**src/hdl/fwrm_pkg.sv**
```systemverilog
package fwrm_pkg;

    // Width of one stored value and of the reported entry count.
    localparam int VALUE_W     = 31;
    localparam int COUNT_OUT_W = 6;

    // Codes carried by the command field of an input request.
    localparam logic CMD_PUSH = 1'b0;
    localparam logic CMD_POP  = 1'b1;

    // Decoded operation as it travels from the front to the back.
    typedef enum logic {
        OP_PUSH,
        OP_POP
    } t_op;

    // One classified request held in the queue between front and back.
    typedef struct packed {
        t_op                op;
        logic [VALUE_W-1:0] value;
    } t_req;

    // Sequencer states of the back part.
    typedef enum logic [1:0] {
        ST_IDLE,
        ST_POP_READ,
        ST_SCAN
    } t_state;

endpackage

```
**src/hdl/fwrm_front.sv**
```systemverilog
module fwrm_front
    import fwrm_pkg::*;
(
    input  logic               i_clk,
    input  logic               i_rst_n,
    input  logic               i_valid,
    output logic               o_stall,
    input  logic               i_command,
    input  logic [VALUE_W-1:0] i_value,
    output logic               o_req_valid,
    output t_req               o_req,
    input  logic               i_req_take
);

    // Two-entry request queue; the back takes from the head when it is ready.
    t_req       r_q [2];
    logic       r_wr_ptr;
    logic       r_rd_ptr;
    logic [1:0] r_fill;
    logic [1:0] n_fill;
    logic       w_push;
    logic       w_pop;
    t_req       w_req;

    always_comb begin
        w_req.value = i_value;
        unique case (i_command)
            CMD_PUSH: w_req.op = OP_PUSH;
            CMD_POP:  w_req.op = OP_POP;
            default:  w_req.op = OP_PUSH;
        endcase
    end

    assign o_stall     = (r_fill == 2'd2);
    assign o_req_valid = (r_fill != 2'd0);
    assign o_req       = r_q[r_rd_ptr];
    assign w_push      = i_valid && !o_stall;
    assign w_pop       = i_req_take && o_req_valid;

    always_comb begin
        n_fill = r_fill;
        if (w_push && !w_pop) begin
            n_fill = r_fill + 2'd1;
        end else if (w_pop && !w_push) begin
            n_fill = r_fill - 2'd1;
        end
    end

    always_ff @(posedge i_clk) begin
        if (!i_rst_n) begin
            r_wr_ptr <= 1'b0;
            r_rd_ptr <= 1'b0;
            r_fill   <= 2'd0;
        end else begin
            r_fill <= n_fill;
            if (w_push) begin
                r_wr_ptr <= ~r_wr_ptr;
            end
            if (w_pop) begin
                r_rd_ptr <= ~r_rd_ptr;
            end
        end
    end

    always_ff @(posedge i_clk) begin
        if (w_push) begin
            r_q[r_wr_ptr] <= w_req;
        end
    end

endmodule

```
**src/hdl/fwrm_core.sv**
```systemverilog
module fwrm_core
    import fwrm_pkg::*;
#(
    parameter int DEPTH = 32
)
(
    input  logic                   i_clk,
    input  logic                   i_rst_n,
    input  logic                   i_req_valid,
    input  t_req                   i_req,
    output logic                   o_req_take,
    output logic                   o_valid,
    input  logic                   i_stall,
    output logic [VALUE_W-1:0]     o_max_value,
    output logic [COUNT_OUT_W-1:0] o_item_count,
    output logic                   o_rejected
);

    localparam int AW = (DEPTH > 1) ? $clog2(DEPTH) : 1;
    localparam int CW = $clog2(DEPTH + 1);

    logic [VALUE_W-1:0] r_mem [DEPTH];
    logic [VALUE_W-1:0] r_rd_data;

    t_state             r_state, n_state;
    logic [AW-1:0]      r_head, n_head;
    logic [AW-1:0]      r_tail, n_tail;
    logic [CW-1:0]      r_count, n_count;
    logic [VALUE_W-1:0] r_max, n_max;
    logic [VALUE_W-1:0] r_best, n_best;
    logic [AW-1:0]      r_scan_addr, n_scan_addr;
    logic [CW-1:0]      r_scan_left, n_scan_left;

    logic                   r_out_valid;
    logic [VALUE_W-1:0]     r_out_max;
    logic [COUNT_OUT_W-1:0] r_out_count;
    logic                   r_out_rej;

    logic               w_mem_we;
    logic [AW-1:0]      w_rd_addr;
    logic               w_res_load;
    logic               w_res_rej;
    logic [VALUE_W-1:0] w_best_now;
    logic               w_start;

    function automatic logic [AW-1:0] next_ptr(input logic [AW-1:0] p);
        logic [AW-1:0] r;
        r = (p == AW'(DEPTH - 1)) ? '0 : p + AW'(1);
        return r;
    endfunction

    assign w_start    = i_req_valid && !r_out_valid;
    assign w_best_now = (r_rd_data > r_best) ? r_rd_data : r_best;

    // Next state.
    always_comb begin
        n_state = r_state;
        unique case (r_state)
            ST_IDLE: begin
                if (w_start && i_req.op == OP_POP && r_count != '0) begin
                    n_state = ST_POP_READ;
                end
            end
            ST_POP_READ: begin
                if (r_rd_data >= r_max && r_count != CW'(1)) begin
                    n_state = ST_SCAN;
                end else begin
                    n_state = ST_IDLE;
                end
            end
            ST_SCAN: begin
                if (r_scan_left == CW'(1)) begin
                    n_state = ST_IDLE;
                end
            end
            default: n_state = ST_IDLE;
        endcase
    end

    // Datapath control and next register values.
    always_comb begin
        n_head      = r_head;
        n_tail      = r_tail;
        n_count     = r_count;
        n_max       = r_max;
        n_best      = r_best;
        n_scan_addr = r_scan_addr;
        n_scan_left = r_scan_left;
        w_mem_we    = 1'b0;
        w_rd_addr   = r_head;
        w_res_load  = 1'b0;
        w_res_rej   = 1'b0;
        o_req_take  = 1'b0;
        unique case (r_state)
            ST_IDLE: begin
                if (w_start) begin
                    o_req_take = 1'b1;
                    if (i_req.op == OP_PUSH) begin
                        w_res_load = 1'b1;
                        if (r_count == CW'(DEPTH)) begin
                            w_res_rej = 1'b1;
                        end else begin
                            w_mem_we = 1'b1;
                            n_tail   = next_ptr(r_tail);
                            n_count  = r_count + CW'(1);
                            if (i_req.value > r_max) begin
                                n_max = i_req.value;
                            end
                        end
                    end else if (r_count == '0) begin
                        w_res_load = 1'b1;
                        w_res_rej  = 1'b1;
                    end
                end
            end
            ST_POP_READ: begin
                n_head  = next_ptr(r_head);
                n_count = r_count - CW'(1);
                if (r_rd_data >= r_max) begin
                    if (r_count == CW'(1)) begin
                        n_max      = '0;
                        w_res_load = 1'b1;
                    end else begin
                        n_best      = '0;
                        n_scan_addr = next_ptr(r_head);
                        n_scan_left = r_count - CW'(1);
                        w_rd_addr   = n_scan_addr;
                    end
                end else begin
                    w_res_load = 1'b1;
                end
            end
            ST_SCAN: begin
                if (r_scan_left == CW'(1)) begin
                    n_max      = w_best_now;
                    w_res_load = 1'b1;
                end else begin
                    n_best      = w_best_now;
                    n_scan_left = r_scan_left - CW'(1);
                    n_scan_addr = next_ptr(r_scan_addr);
                    w_rd_addr   = n_scan_addr;
                end
            end
            default: begin
            end
        endcase
    end

    always_ff @(posedge i_clk) begin
        if (w_mem_we) begin
            r_mem[r_tail] <= i_req.value;
        end
        r_rd_data <= r_mem[w_rd_addr];
    end

    always_ff @(posedge i_clk) begin
        if (!i_rst_n) begin
            r_state     <= ST_IDLE;
            r_head      <= '0;
            r_tail      <= '0;
            r_count     <= '0;
            r_max       <= '0;
            r_out_valid <= 1'b0;
        end else begin
            r_state <= n_state;
            r_head  <= n_head;
            r_tail  <= n_tail;
            r_count <= n_count;
            r_max   <= n_max;
            if (w_res_load) begin
                r_out_valid <= 1'b1;
            end else if (!i_stall) begin
                r_out_valid <= 1'b0;
            end
        end
    end

    always_ff @(posedge i_clk) begin
        r_best      <= n_best;
        r_scan_addr <= n_scan_addr;
        r_scan_left <= n_scan_left;
        if (w_res_load) begin
            r_out_max   <= n_max;
            r_out_count <= COUNT_OUT_W'(n_count);
            r_out_rej   <= w_res_rej;
        end
    end

    assign o_valid      = r_out_valid;
    assign o_max_value  = r_out_max;
    assign o_item_count = r_out_count;
    assign o_rejected   = r_out_rej;

endmodule

```
**src/hdl/fifo_with_running_max.sv**
```systemverilog
// Bounded FIFO of DEPTH 31-bit values that reports, for every request, the
// largest value it holds afterwards (0 when empty), the entry count and a
// rejected flag for a push into a full queue or a pop from an empty one.
// A two-entry request queue at the front accepts requests while the back is
// busy or its result waits to be taken. Once the back starts a request, a
// push or a rejected request is done in the idle state, a pop that keeps the
// maximum or empties the queue finishes in the pop read state, and a pop that
// removes the maximum while entries remain goes on into the rescan, which
// reads the remaining entries one per cycle through the single read port
// of the entry memory. The result then sits in an output register until it
// is taken, and the back starts no new request while that register is full.
module fifo_with_running_max
    import fwrm_pkg::*;
#(
    parameter int DEPTH = 32
)
(
    input  logic                   i_clk,
    input  logic                   i_rst_n,
    input  logic                   i_valid,
    output logic                   o_stall,
    input  logic                   i_command,
    input  logic [VALUE_W-1:0]     i_value,
    output logic                   o_valid,
    input  logic                   i_stall,
    output logic [VALUE_W-1:0]     o_max_value,
    output logic [COUNT_OUT_W-1:0] o_item_count,
    output logic                   o_rejected
);

    // Classified requests flow from the front to the back through this link.
    logic w_req_valid;
    t_req w_req;
    logic w_req_take;

    // The front decodes each request and buffers it.
    fwrm_front u_front (
        .i_clk       (i_clk),
        .i_rst_n     (i_rst_n),
        .i_valid     (i_valid),
        .o_stall     (o_stall),
        .i_command   (i_command),
        .i_value     (i_value),
        .o_req_valid (w_req_valid),
        .o_req       (w_req),
        .i_req_take  (w_req_take)
    );

    // The back owns the entry memory, the pointers, the count and the
    // running maximum, and sequences the rescan after the maximum leaves.
    fwrm_core #(
        .DEPTH (DEPTH)
    ) u_core (
        .i_clk        (i_clk),
        .i_rst_n      (i_rst_n),
        .i_req_valid  (w_req_valid),
        .i_req        (w_req),
        .o_req_take   (w_req_take),
        .o_valid      (o_valid),
        .i_stall      (i_stall),
        .o_max_value  (o_max_value),
        .o_item_count (o_item_count),
        .o_rejected   (o_rejected)
    );

endmodule
```
**config.mk**
```make
export PLATFORM = sky130hd
export DESIGN_NAME = fifo_with_running_max
export DESIGN_NICKNAME = d
export VERILOG_FILES = /design/src/hdl/fwrm_pkg.sv /design/src/hdl/fwrm_front.sv /design/src/hdl/fwrm_core.sv /design/src/hdl/fifo_with_running_max.sv
export SDC_FILE = /design/constraint.sdc
export NUM_CORES = 1
export LEC_CHECK = 0
export ABC_AREA = 1
export BUFFER_PORTS_ARGS = -buffer_cell sky130_fd_sc_hd__buf_2
export CAP_MARGIN = 15
export CORE_MARGIN = 10
export CORE_UTILIZATION = 45
export DETAILED_ROUTE_END_ITERATION = 8
export HOLD_SLACK_MARGIN = 0.05
export PLACE_DENSITY_LB_ADDON = 0.25
export SLEW_MARGIN = 10
export SYNTH_ARGS = -nofsm -noshare
export SYNTH_HDL_FRONTEND = slang
export SYNTH_HIERARCHICAL = 1
export SYNTH_SLANG_ARGS = --single-unit
```
**constraint.sdc**
```tcl
create_clock -name i_clk -period 4.07 [get_ports i_clk]
set_input_delay 0.2035 -clock i_clk [delete_from_list [all_inputs] [get_ports i_clk]]
set_output_delay 0.2035 -clock i_clk [all_outputs]
set_load 0.05 [all_outputs]
```
==> flow_metrics.tcl <==
set metrics [dict create \
    synthFlopType "edfxtp_1" \
    overflow 0 \
    cp_cell_sequence "ha_1, nand2_1, nor2_1, nand2_1, nor2_1, nand2_1, nand3_1, nor2_2, nand2_4, nand2_2, nor2_1, o22ai_1, nand2_8, inv_6, buf_4, buf_4, nand3_1, nand3_1, nand2_1, nand2_1, nand2_1" \
    hp-class "input port to flop" \
    max_stage_delay_ps 580 \
    nFillCells 10810 \
    drt_iter0_markers 4233 \
    synthMuxAreaShare_pct 0.8414 \
    critPathSlowestCell "dfxtp_1" \
    cts-root-buf "clkbuf_16" \
    grt_antenna_before_repair 5 \
    io_buffers 75 \
    finalSetupViolations 0 \
    rows 129 \
    clockBufferDepth 3 \
    hold_ws_ps 171.5 \
    gp_congestion 0.9168 \
    worstSetupEndpointType "flop" \
    netSwitchingFraction_pct 43.03 \
    slew_headroom_pct 31.76 \
    seq_area_frac_synth_pct 63.75 \
    wirelength_mm 157.1 \
    yosysTopAreaCell "edfxtp_1" \
    yosysTopAreaCellShare_pct 60.69 \
    grt_use_total_pct 21.91 \
    syn_avg_cell_area_um2 10.49 \
    r2r-start "u_core/r_rd_data[22]" \
    wl_per_cell_um 21.71 \
    power_density_nw_per_um2 827.7 \
    worstSetupPathType "flop to flop" \
    drc 0 \
    synthDistinctLibCells 47 \
    synth_cells 5359 \
    die_w_um 373.4 \
    clockPowerShare_pct 21.8 \
    via_per_inst 5.467 \
    hold_start "i_value[24]" \
    outcome "finished, final reports clean" \
    fp.dieH_um 373.4 \
    synth_compound_area_share_pct 2.673 \
    tightest_slew_ps 1023 \
    p_sw_uw 22800 \
    synth-edff-count 1136 \
    critPathMostFrequentCell "nand2_1" \
    dp_hpwl_mm 93.75 \
    io_pins 76 \
    period_needed_ps 3895 \
    clock-skew-final_ps 30.40 \
    pre_cts_slack_ps 234.9 \
    dr.pass1.iters 5 \
    initial_core_util_pct 45.34 \
    tns_ps 0 \
    crit_arrival_ps 4510 \
    fmax_mhz 256.7 \
    clock_latency_ps 770 \
    fin_ws_ps 175.1 \
    yosysWarnings 6 \
    finalCritPeriodShare_pct 95.70 \
    ys_ff_latch 1222 \
    cts_setup_buffers 0 \
    maxSlewViolCount 0 \
    via_count 39550 \
    p_int_uw 30180 \
    cap_violations 0 \
    ctsResizeCount 0 \
    nets 5640 \
    coreArea_um2 124000 \
    grt_pass1_vias 37830 \
    synth-simple-area-share_pct 21.89 \
    startpoint "u_core/r_rd_data[22]" \
    drive_above_1_share_pct 10.13 \
    cp_max_fo 21 \
    synth_nets 5508 \
    numClockSinks 1222 \
    clk_pin_slew_ps 70 \
    p_leak_uw 0.02613 \
    combPwrFrac_pct 46.6 \
    rsz0062_at_grt "no" \
    synth_most_common_cell "nand2_1" \
    finalHoldViolations 0 \
    dieArea_um2 139400 \
    synthXorXnorAreaFrac_pct 0.09349 \
    synthAdderAreaFrac_pct 2.515 \
    cts_buffers 130 \
    grt_pass1_wl_mm 236.1 \
    synth-async-reset-ratio_pct 0 \
    synth_top_family_by_area "simple AND/OR/NAND/NOR gates" \
    ir_drop_uv 675.1 \
    synthTopCellsByCount "nand2_1 (1150), edfxtp_1 (1136), nand3_1 (1096)" \
    postCtsHoldBufs 35 \
    seq_power_share_pct 31.6 \
    synthToLayoutAreaGrowth_pct 13.88 \
    final_antenna_net_count 0 \
    cts_tree "built" \
    startpoint_type "flop" \
    htreeDepth 4 \
    grt_max_degree 108 \
    syn_area_um2 56210 \
    worst_ep_required_time_ps 4690 \
    synth_area_leaders "edfxtp_1 (61%), nand3_1 (9.8%), nand2_1 (7.7%), inv_1 (5.0%), dfxtp_1 (3.1%)" \
]
==> flip-flops by register name, indices dropped and copies added, names as in the netlist, named ones only <==
register             flops
u_core/r_mem           992
u_front/r_q             64
u_core/o_max_value      31
u_core/r_best           31
u_core/r_max            31
u_core/r_rd_data        31
u_core/o_item_count      6
u_core/r_count           6
u_core/r_scan_left       6
u_core/r_head            5
u_core/r_scan_addr       5
u_core/r_tail            5
u_core/r_state           2
u_front/r_fill           2
u_core/o_rejected        1
u_core/o_valid           1
u_front/r_rd_ptr         1
u_front/r_wr_ptr         1
==> logic make-up (layout without fill, tap and decap cells) <==
logic type                 Yosys count  in the layout
buffers and inverters             1071           1307
AOI/OAI and AO/OA                  254            254
adders and majority gates          113            113
and+or+nand+nor                   2661           2661
other                                0              3
muxes                               32             32
DFF                               1222           1222
xor gates and xnor gates             6              6
==> area by class of cell <==
cell class	instances	area, um2	share of cell area, %
inverter	761	2870	4.484
clock buffer	177	3565	5.569
multi-input combinational	3066	16080	25.12
clock inverter	59	553.0	0.8640
tap	1637	2048	3.200
timing repair buffer	310	3053	4.770
sequential	1222	35840	55.99
antenna	3	7.507	0.01173
==> layout by cell type (no fill, tap or decap), drive strengths merged, types with 2 or more instances in the layout <==
| master | n |
|---|---|
| nand3b | 188 |
| o221ai | 3 |
| o211ai | 65 |
| o22ai | 3 |
| nor3 | 14 |
| nor2 | 162 |
| xor2 | 3 |
| nand3 | 1115 |
| clkbuf | 177 |
| a221oi | 2 |
| mux2 | 32 |
| clkinvlp | 3 |
| o21a | 6 |
| o21ai | 68 |
| clkinv | 44 |
| nand2 | 1158 |
| bufinv | 8 |
| nor4 | 3 |
| a21oi | 96 |
| nor3b | 3 |
| edfxtp | 1136 |
| buf | 275 |
| dlygate4sd3 | 35 |
| dfxtp | 86 |
| inv | 765 |
| xnor2 | 3 |
| ha | 113 |
| or2 | 2 |
| a22oi | 2 |
| a31oi | 5 |
| nand4 | 15 |
| diode | 3 |
==> worst max-delay path, delay by kind of cell, from the launching register on <==
kind | cells | cell delay (ps)
and+or+nand+nor | 16 | 1690
DFF | 1 | 580
buffers and inverters | 3 | 830
AOI/OAI and AO/OA | 1 | 320
adders and majority gates | 1 | 320
==> layer usage <==
layer,global-route usage (%),up-vias,share of wire [%]
met2,35.20,1552,47
li1,-,18480,-
met1,30.05,19230,43
met3,3.273,292,7.7
met5,0,-,0
met4,7.991,0,3.1
==> worst paths after layout <==
kind                    endpoint  slack (ps)  cells after the start
max          u_core/r_rd_data[2]         180                     21
min           u_front/r_q[0][24]         170                      2
max reg2reg  u_core/r_rd_data[2]         180                     21
min reg2reg     u_core/r_head[3]         480                      2
==> stage by stage <==
step           power, uW  instance area (um2)  std cells  util [%]
2_1_floorplan      33030                56210       5359         -
3_3_place_gp       41360                59530       6961     48.03
3_5_place_dp       41490                59530       6961     48.03
4_1_cts            53110                64000       7232     51.63
5_1_grt            56160                64010       7235     51.64
6_report           52980                64010       7235     51.64
==> power by group through the flow <==
stage	Sequential [uW]	Clock, uW	Combinational [uW]
2_1_floorplan	17400	0	15600
3_3_place_gp	16900	0	24400
3_5_place_dp	17000	0	24500
4_1_cts	16700	11700	24700
5_1_grt	16800	12200	27100
6_report	16700	11600	24700
No activity file was read; power rests on OpenSTA's default activity.
